[config.mk]
export PLATFORM = sky130hd
export DESIGN_NAME = annulus_deviation_score_core
export DESIGN_NICKNAME = d
export VERILOG_FILES = /design/src/sv/adsc_pkg.sv /design/src/sv/adsc_sub_unit.sv /design/src/sv/adsc_mul.sv /design/src/sv/annulus_deviation_score_core.sv
export VERILOG_INCLUDE_DIRS = /design/src /design/src/sv
export SDC_FILE = /design/constraint.sdc
export NUM_CORES = 2
export LEC_CHECK = 0
export BUFFER_PORTS_ARGS = -buffer_cell sky130_fd_sc_hd__buf_2
export CAP_MARGIN = 25
export CORE_UTILIZATION = 39
export CTS_CLUSTER_DIAMETER = 60
export DETAILED_ROUTE_END_ITERATION = 6
export PLACE_DENSITY = 0.53
export SYNTH_ARGS = -nofsm -noshare
export SYNTH_HDL_FRONTEND = slang
export SYNTH_SLANG_ARGS = --single-unit
[constraint.sdc]
create_clock -name clock -period 11.48 [get_ports clock]
set_input_delay 1.722 -clock clock [delete_from_list [all_inputs] [get_ports clock]]
set_output_delay 1.722 -clock clock [all_outputs]
set_load 0.005 [all_outputs]
[src/sv/annulus_deviation_score_core_defines.svh]
// Assertion macros shared by the annulus deviation score RTL.
`ifndef ANNULUS_DEVIATION_SCORE_CORE_DEFINES_SVH
`define ANNULUS_DEVIATION_SCORE_CORE_DEFINES_SVH

`ifndef SYNTHESIS

// Same-cycle implication.
`define ADSC_ASSERT_NOW(lbl, clk, rst, ante, cons) \
   lbl: assert property (@(posedge clk) disable iff (rst) (ante) |-> (cons)) \
      else $error("adsc: same-cycle check failed");

// Next-cycle implication.
`define ADSC_ASSERT_NXT(lbl, clk, rst, ante, cons) \
   lbl: assert property (@(posedge clk) disable iff (rst) (ante) |=> (cons)) \
      else $error("adsc: next-cycle check failed");

`else

`define ADSC_ASSERT_NOW(lbl, clk, rst, ante, cons)
`define ADSC_ASSERT_NXT(lbl, clk, rst, ante, cons)

`endif

`endif

[src/sv/adsc_pkg.sv]
package adsc_pkg;

   localparam int REG_W     = 24;
   localparam int SCORE_W   = 48;
   localparam int SUM_W     = 64;
   localparam int CSR_IDX_W = 2;

   localparam logic [CSR_IDX_W-1:0] CSR_INNER_RADIUS = 2'd0;
   localparam logic [CSR_IDX_W-1:0] CSR_OUTER_RADIUS = 2'd1;
   localparam logic [CSR_IDX_W-1:0] CSR_SIGMA        = 2'd2;

   localparam logic [REG_W-1:0]   INNER_RESET = 24'd0;
   localparam logic [REG_W-1:0]   OUTER_RESET = 24'hFFFFFF;
   localparam logic [REG_W-1:0]   SIGMA_RESET = 24'd256;
   localparam logic [SCORE_W-1:0] SCORE_MAX   = 48'hFFFF_FFFF_FFFF;

   typedef enum logic [3:0] {
      ST_IDLE,
      ST_SQX,
      ST_SQY,
      ST_SQI,
      ST_SQO,
      ST_CMP,
      ST_ROOT,
      ST_DIFF,
      ST_SQD,
      ST_ACC,
      ST_DCHK,
      ST_DIV,
      ST_DONE
   } state_type;

endpackage

[src/sv/adsc_sub_unit.sv]
module adsc_sub_unit #(
   parameter int WIDTH = 25
) (
   input  logic [WIDTH-1:0] minuend,
   input  logic [WIDTH-1:0] subtrahend,
   output logic             ge,
   output logic [WIDTH-1:0] diff
);

   logic [WIDTH:0] full;

   assign full = {1'b0, minuend} - {1'b0, subtrahend};
   assign ge   = ~full[WIDTH];
   assign diff = full[WIDTH-1:0];

endmodule

[src/sv/adsc_mul.sv]
module adsc_mul #(
   parameter int WIDTH = 24
) (
   input  logic               clock,
   input  logic [WIDTH-1:0]   op_a,
   input  logic [WIDTH-1:0]   op_b,
   output logic [2*WIDTH-1:0] product
);

   logic [2*WIDTH-1:0] product_ff;

   always_ff @(posedge clock) begin
      product_ff <= op_a * op_b;
   end

   assign product = product_ff;

endmodule

[src/sv/annulus_deviation_score_core.sv]
// Annulus deviation score. Each req beat carries one particle (x, y); the core adds the squared
// distance of the particle from the annulus [inner_radius, outer_radius] to a saturating 64-bit
// sum, and on the beat with tlast set it returns sum / sigma (48 bits, 8 fraction bits) with a
// saturation flag, then clears the sum. One item is in flight at a time: a particle inside the
// annulus skips the square root, while one off the annulus waits for the bit-serial square root
// that produces one root bit per cycle on the shared subtractor. A last beat adds the 48-step
// restoring divide on the same subtractor (skipped when sigma is zero or the quotient
// saturates), and the core then holds the score while an earlier score still waits unaccepted.
// One multiplier is shared for all squares. The finished score sits in an output register, so
// the next item is accepted while it waits.
`include "annulus_deviation_score_core_defines.svh"

module annulus_deviation_score_core
   import adsc_pkg::*;
#(
   parameter int COORD_WIDTH = 24
) (
   input  logic                                   clock,
   input  logic                                   reset,
   input  logic                                   req_tvalid,
   output logic                                   req_tready,
   // coord_x, coord_y, zero fill
   input  logic [((2*COORD_WIDTH+7)/8)*8-1:0]      req_tdata,
   input  logic                                   req_tlast,
   output logic                                   rsp_tvalid,
   input  logic                                   rsp_tready,
   // score
   output logic [SCORE_W-1:0]                     rsp_tdata,
   // saturated
   output logic                                   rsp_tuser,
   input  logic                                   csr_valid,
   output logic                                   csr_ready,
   input  logic [CSR_IDX_W-1:0]                   csr_index,
   input  logic [REG_W-1:0]                       csr_data
);

   localparam int W     = COORD_WIDTH;
   localparam int MW    = (W > REG_W) ? W : REG_W;
   localparam int PW    = 2 * MW;
   localparam int RW    = 2 * W;
   localparam int UW    = (W + 3 > REG_W + 1) ? W + 3 : REG_W + 1;
   localparam int STEPS = (W > SCORE_W) ? W : SCORE_W;
   localparam int CNT_W = $clog2(STEPS + 1);

   state_type            state_ff, state_in;
   logic [REG_W-1:0]     inner_ff, inner_in;
   logic [REG_W-1:0]     outer_ff, outer_in;
   logic [REG_W-1:0]     sigma_ff, sigma_in;
   logic [SUM_W-1:0]     sum_ff, sum_in;
   logic                 ovf_ff, ovf_in;
   logic                 rsp_valid_ff, rsp_valid_in;

   logic [W-1:0]         ax_ff, ax_in;
   logic [W-1:0]         ay_ff, ay_in;
   logic                 last_ff, last_in;
   logic [RW-1:0]        radial_ff, radial_in;
   logic [PW-1:0]        inner_sq_ff, inner_sq_in;
   logic                 in_inner_ff, in_inner_in;
   logic                 has_dev_ff, has_dev_in;
   logic [W-1:0]         root_ff, root_in;
   logic [UW-1:0]        rem_ff, rem_in;
   logic [MW-1:0]        diff_ff, diff_in;
   logic [SCORE_W-1:0]   quo_ff, quo_in;
   logic                 sat_ff, sat_in;
   logic [CNT_W-1:0]     cnt_ff, cnt_in;
   logic [SCORE_W-1:0]   rsp_score_ff, rsp_score_in;
   logic                 rsp_sat_ff, rsp_sat_in;

   logic [W-1:0]         x_raw, y_raw, x_mag, y_mag;
   logic [MW-1:0]        mul_a;
   logic [PW-1:0]        product;
   logic [UW-1:0]        sub_a, sub_b, sub_diff;
   logic                 sub_ge;
   logic                 in_inner, out_outer;
   logic [SUM_W:0]       sum_add;
   logic                 out_free;
   logic                 done_fire;

   assign x_raw = req_tdata[W-1:0];
   assign y_raw = req_tdata[2*W-1:W];
   assign x_mag = x_raw[W-1] ? (~x_raw + W'(1)) : x_raw;
   assign y_mag = y_raw[W-1] ? (~y_raw + W'(1)) : y_raw;

   assign in_inner  = PW'(radial_ff) < inner_sq_ff;
   assign out_outer = PW'(radial_ff) > product;
   assign sum_add   = {1'b0, sum_ff} + {1'b0, (has_dev_ff ? SUM_W'(product) : SUM_W'(0))};
   assign out_free  = ~rsp_valid_ff | rsp_tready;
   assign done_fire = (state_ff == ST_DONE) & out_free;

   adsc_mul #(.WIDTH(MW)) u_mul (
      .clock   (clock),
      .op_a    (mul_a),
      .op_b    (mul_a),
      .product (product)
   );

   adsc_sub_unit #(.WIDTH(UW)) u_sub (
      .minuend    (sub_a),
      .subtrahend (sub_b),
      .ge         (sub_ge),
      .diff       (sub_diff)
   );

   always_comb begin
      state_in     = state_ff;
      inner_in     = inner_ff;
      outer_in     = outer_ff;
      sigma_in     = sigma_ff;
      sum_in       = sum_ff;
      ovf_in       = ovf_ff;
      rsp_valid_in = rsp_valid_ff & ~rsp_tready;
      ax_in        = ax_ff;
      ay_in        = ay_ff;
      last_in      = last_ff;
      radial_in    = radial_ff;
      inner_sq_in  = inner_sq_ff;
      in_inner_in  = in_inner_ff;
      has_dev_in   = has_dev_ff;
      root_in      = root_ff;
      rem_in       = rem_ff;
      diff_in      = diff_ff;
      quo_in       = quo_ff;
      sat_in       = sat_ff;
      cnt_in       = cnt_ff;
      rsp_score_in = rsp_score_ff;
      rsp_sat_in   = rsp_sat_ff;
      mul_a        = MW'(ax_ff);
      sub_a        = UW'({rem_ff[UW-3:0], radial_ff[RW-1:RW-2]});
      sub_b        = UW'({root_ff, 2'b01});

      if (csr_valid) begin
         unique case (csr_index)
            CSR_INNER_RADIUS: inner_in = csr_data;
            CSR_OUTER_RADIUS: outer_in = csr_data;
            CSR_SIGMA:        sigma_in = csr_data;
            default:          ;
         endcase
      end

      unique case (state_ff)
         ST_IDLE: begin
            if (req_tvalid) begin
               ax_in    = x_mag;
               ay_in    = y_mag;
               last_in  = req_tlast;
               state_in = ST_SQX;
            end
         end
         ST_SQX: begin
            mul_a    = MW'(ax_ff);
            state_in = ST_SQY;
         end
         ST_SQY: begin
            radial_in = product[RW-1:0];
            mul_a     = MW'(ay_ff);
            state_in  = ST_SQI;
         end
         ST_SQI: begin
            radial_in = radial_ff + product[RW-1:0];
            mul_a     = MW'(inner_ff);
            state_in  = ST_SQO;
         end
         ST_SQO: begin
            inner_sq_in = product;
            mul_a       = MW'(outer_ff);
            state_in    = ST_CMP;
         end
         ST_CMP: begin
            in_inner_in = in_inner;
            has_dev_in  = in_inner | out_outer;
            rem_in      = '0;
            root_in     = '0;
            cnt_in      = CNT_W'(W);
            state_in    = (in_inner | out_outer) ? ST_ROOT : ST_ACC;
         end
         ST_ROOT: begin
            // one root bit per step, two radicand bits shifted in
            rem_in    = sub_ge ? sub_diff : sub_a;
            root_in   = {root_ff[W-2:0], sub_ge};
            radial_in = {radial_ff[RW-3:0], 2'b00};
            cnt_in    = cnt_ff - CNT_W'(1);
            if (cnt_ff == CNT_W'(1)) begin
               state_in = ST_DIFF;
            end
         end
         ST_DIFF: begin
            sub_a    = in_inner_ff ? UW'(inner_ff) : UW'(root_ff);
            sub_b    = in_inner_ff ? UW'(root_ff) : UW'(outer_ff);
            diff_in  = sub_diff[MW-1:0];
            state_in = ST_SQD;
         end
         ST_SQD: begin
            mul_a    = diff_ff;
            state_in = ST_ACC;
         end
         ST_ACC: begin
            if (sum_add[SUM_W]) begin
               sum_in = '1;
               ovf_in = 1'b1;
            end else begin
               sum_in = sum_add[SUM_W-1:0];
            end
            state_in = last_ff ? ST_DCHK : ST_IDLE;
         end
         ST_DCHK: begin
            if ((sigma_ff == '0) || (REG_W'(sum_ff[SUM_W-1:SCORE_W]) >= sigma_ff)) begin
               quo_in   = SCORE_MAX;
               sat_in   = 1'b1;
               state_in = ST_DONE;
            end else begin
               sat_in   = ovf_ff;
               rem_in   = UW'(sum_ff[SUM_W-1:SCORE_W]);
               quo_in   = sum_ff[SCORE_W-1:0];
               cnt_in   = CNT_W'(SCORE_W);
               state_in = ST_DIV;
            end
         end
         ST_DIV: begin
            sub_a  = UW'({rem_ff[REG_W-1:0], quo_ff[SCORE_W-1]});
            sub_b  = UW'(sigma_ff);
            rem_in = sub_ge ? sub_diff : sub_a;
            quo_in = {quo_ff[SCORE_W-2:0], sub_ge};
            cnt_in = cnt_ff - CNT_W'(1);
            if (cnt_ff == CNT_W'(1)) begin
               state_in = ST_DONE;
            end
         end
         ST_DONE: begin
            if (done_fire) begin
               rsp_valid_in = 1'b1;
               rsp_score_in = quo_ff;
               rsp_sat_in   = sat_ff;
               sum_in       = '0;
               ovf_in       = 1'b0;
               state_in     = ST_IDLE;
            end
         end
         default: state_in = ST_IDLE;
      endcase
   end

   always_ff @(posedge clock) begin
      if (reset) begin
         state_ff     <= ST_IDLE;
         inner_ff     <= INNER_RESET;
         outer_ff     <= OUTER_RESET;
         sigma_ff     <= SIGMA_RESET;
         sum_ff       <= '0;
         ovf_ff       <= 1'b0;
         rsp_valid_ff <= 1'b0;
      end else begin
         state_ff     <= state_in;
         inner_ff     <= inner_in;
         outer_ff     <= outer_in;
         sigma_ff     <= sigma_in;
         sum_ff       <= sum_in;
         ovf_ff       <= ovf_in;
         rsp_valid_ff <= rsp_valid_in;
      end
   end

   always_ff @(posedge clock) begin
      ax_ff        <= ax_in;
      ay_ff        <= ay_in;
      last_ff      <= last_in;
      radial_ff    <= radial_in;
      inner_sq_ff  <= inner_sq_in;
      in_inner_ff  <= in_inner_in;
      has_dev_ff   <= has_dev_in;
      root_ff      <= root_in;
      rem_ff       <= rem_in;
      diff_ff      <= diff_in;
      quo_ff       <= quo_in;
      sat_ff       <= sat_in;
      cnt_ff       <= cnt_in;
      rsp_score_ff <= rsp_score_in;
      rsp_sat_ff   <= rsp_sat_in;
   end

   assign req_tready = (state_ff == ST_IDLE);
   assign csr_ready  = 1'b1;
   assign rsp_tvalid = rsp_valid_ff;
   assign rsp_tdata  = rsp_score_ff;
   assign rsp_tuser  = rsp_sat_ff;

   `ADSC_ASSERT_NOW(a_div_rem_ok, clock, reset, state_ff == ST_DIV, rem_ff < UW'(sigma_ff))
   `ADSC_ASSERT_NOW(a_ovf_means_sum_full, clock, reset, ovf_ff, &sum_ff)
   `ADSC_ASSERT_NXT(a_done_clear, clock, reset, done_fire, rsp_valid_ff && ~|sum_ff && !ovf_ff)

endmodule
==> out/metrics.cfg <==
[sta]
rsz0062_at_grt=no
max_freq_mhz=97.9
worstMarginPinSlew_ns=1.05
hold_viol=0
fin_crit_sh_pct=89.0
setup_viol=0
finalMaxSlewViolations=0
fin_tns_setup_ns=0
min_period_ns=10.22
finClkSkew_ns=0.0265
slew_headroom_pct=29.9

[critical_path]
crit_family=adder cells
critPathKind=reg -> reg
critPathMaxStageDelay_ns=0.73
worstPathMaxFanout=24
cp-end-kind=flop
cp_slowest_cell=dfxtp_1
required_ns=12.04
cp.arrival_ns=10.77
start_kind=flop
crit_buf_inv=11
cpMostUsedCell=inv_1

[status]
status=finished clean

[grt]
grt_pass1_vias=36200
grt_pass1_wl_um=218000
grt_start_max_net_pins=82
grt_usage_pct=23.2
antenna_found_initial=4
overflow=0

[route]
avgRoutedWirePerCell_um=20.7
drc=0
drt_iter0_markers=3181
vias=36700
dr.pass1.iters=6
wl_um=141000
postRouteAntennaNets=0
routed_via_density=5.41

[floorplan]
pin_count=132
die-area_um2=121000
fp.dieW_um=348
die_y_um=348
rows=126
start_util_pct=39.4
core_um2=118000

[placed_design]
placed_cells=6657
dpl-instance-area_um2=49100
hpwl_um=110000
gp_congestion=0.911
numPortBuffers=130

[layout]
layout.area.seq_um2=13500
nets=6035
design_area_um2=51400
fin_cells=6786
final_util_pct=43.4
drive_gt1_share_pct=6.93
fill_cells=11700
multiInputGateArea_um2=29500
area_growth_pct=9.99

[flow_run]
max_cap_violations=0

[clock_network]
h-tree-depth=3
postCtsHoldBufs=0
post_cts_buffers=0
cts-root-buf=clkbuf_16
cts_sinks=512
cts_resized=0
cts_buffer_depth=3
cts_tree=yes
cts_inserted_buffers=68
clk_pin_slew_ns=0.06
clk-insertion-delay-late_ns=0.64

[hold_path]
hp-class=reg -> reg

[synthesis]
syn_area_per_cell_um2=9.17
synth_top_flop_cell=edfxtp_1
synthesis.area_um2=46700
ys_async_sr_fraction_pct=0
yosysWarnings=0
syn_inst=5092
synth_edf_count=323
ys_seq_area_share_pct=28.9
ys_ff_latch=512
synth_nets=5999
ys_types=85

path summary, 6_finish.rpt:
kind / slack, ns / end / startpoint / depth (start not counted)
min reg2reg: 0.42 / rsp_tuser$_DFFE_PP_ / sat_ff$_SDFFCE_PN1P_ / 0
max reg2reg: 1.26 / u_mul.product[46]$_DFF_P_ / state_ff[3]$_SDFFE_PP0P_ / 35
max: 1.26 / u_mul.product[46]$_DFF_P_ / state_ff[3]$_SDFFE_PP0P_ / 35
min: 0.42 / rsp_tuser$_DFFE_PP_ / sat_ff$_SDFFCE_PN1P_ / 0
kinds of logic after synthesis:
| group | after synthesis | share of synthesized area (%) |
|---|---|---|
| other cells | 1 | 0.00803 |
| xor+xnor | 198 | 3.71 |
| flops | 512 | 28.9 |
| mux | 91 | 2.00 |
| buf+inv | 1029 | 8.30 |
| compound gates | 1082 | 15.0 |
| fa+ha+maj | 827 | 29.0 |
| simple gates | 1352 | 13.2 |
synth_stat cells, types with 25 or more instances:
cell | count | area share, %
a211oi_1 | 28 | 0.45
a21o_1 | 91 | 1.5
a21oi_1 | 395 | 4.2
a222oi_1 | 26 | 0.56
a22oi_1 | 43 | 0.69
a311oi_1 | 33 | 0.62
and2_1 | 92 | 1.2
and3_1 | 30 | 0.40
clkbuf_1 | 191 | 1.5
dfxtp_1 | 189 | 8.1
edfxtp_1 | 323 | 21
fa_1 | 423 | 18
ha_1 | 404 | 11
inv_1 | 802 | 6.4
mux2i_1 | 74 | 1.6
nand2_1 | 508 | 4.1
nand2b_1 | 29 | 0.39
nand3_1 | 52 | 0.56
nand3b_1 | 28 | 0.45
nand4_1 | 41 | 0.55
nor2_1 | 412 | 3.3
nor3_1 | 50 | 0.54
o211ai_1 | 27 | 0.43
o21ai_0 | 167 | 1.8
o21bai_1 | 38 | 0.61
o22ai_1 | 25 | 0.33
o31ai_1 | 29 | 0.47
xnor2_1 | 143 | 2.7
xor2_1 | 55 | 1.0
cell usage in the layout, fill, tap and decap left out, types with 56 or more instances in the layout:
cell type  count
inv_1        800
nand2_1      507
fa_1         423
nor2_1       408
ha_1         404
a21oi_1      394
edfxtp_1     323
dfxtp_1      189
o21ai_0      166
xnor2_1      143
buf_2        129
a21o_1        91
and2_1        91
mux2i_1       71
clkbuf_16     70
buf_4         56
per-stage QoR:
step / worst slack (ns) / hold WS [ns]
2_1_floorplan: 1.81 / 0.400
3_3_place_gp: 1.44 / 0.408
3_5_place_dp: 1.29 / 0.416
4_1_cts: 1.27 / 0.427
5_1_grt: 0.642 / 0.439
6_report: 1.26 / 0.421
layout make-up:
| type | instances | share of cell area (%) |
|---|---|---|
| multi-input combinational | 3551 | 57.3 |
| sequential | 512 | 26.2 |
| inverter | 809 | 5.91 |
| tap | 1600 | 3.90 |
| clock buffer | 95 | 3.78 |
| timing repair buffer | 186 | 2.11 |
| clock inverter | 31 | 0.697 |
| antenna | 2 | 0.00974 |
layer usage:
metal	wire length, um	global-route usage [%]	part of all wire, %	up-vias
li1	-	-	-	17300
met1	65800	33.4	47	18100
met2	64200	37.2	46	1158
met3	7290	2.23	5.2	171
met4	3430	6.35	2.4	0
met5	0	0	0	-
flip-flops by register name (all words and copies together), names as in the netlist, 4 cells and up:
register	count
diff_ff	24
sigma_ff	24
cnt_ff	6
radial_ff	48
ay_ff	24
sum_ff	64
inner_ff	24
rsp_tdata	48
state_ff	4
u_mul.product	47
inner_sq_ff	47
ax_ff	24
outer_ff	24
root_ff	24
quo_ff	48
rem_ff	25
Power is left out: the tool's default activity adds up to more than one toggle a clock period on the data nets, which glitch-free logic cannot reach.
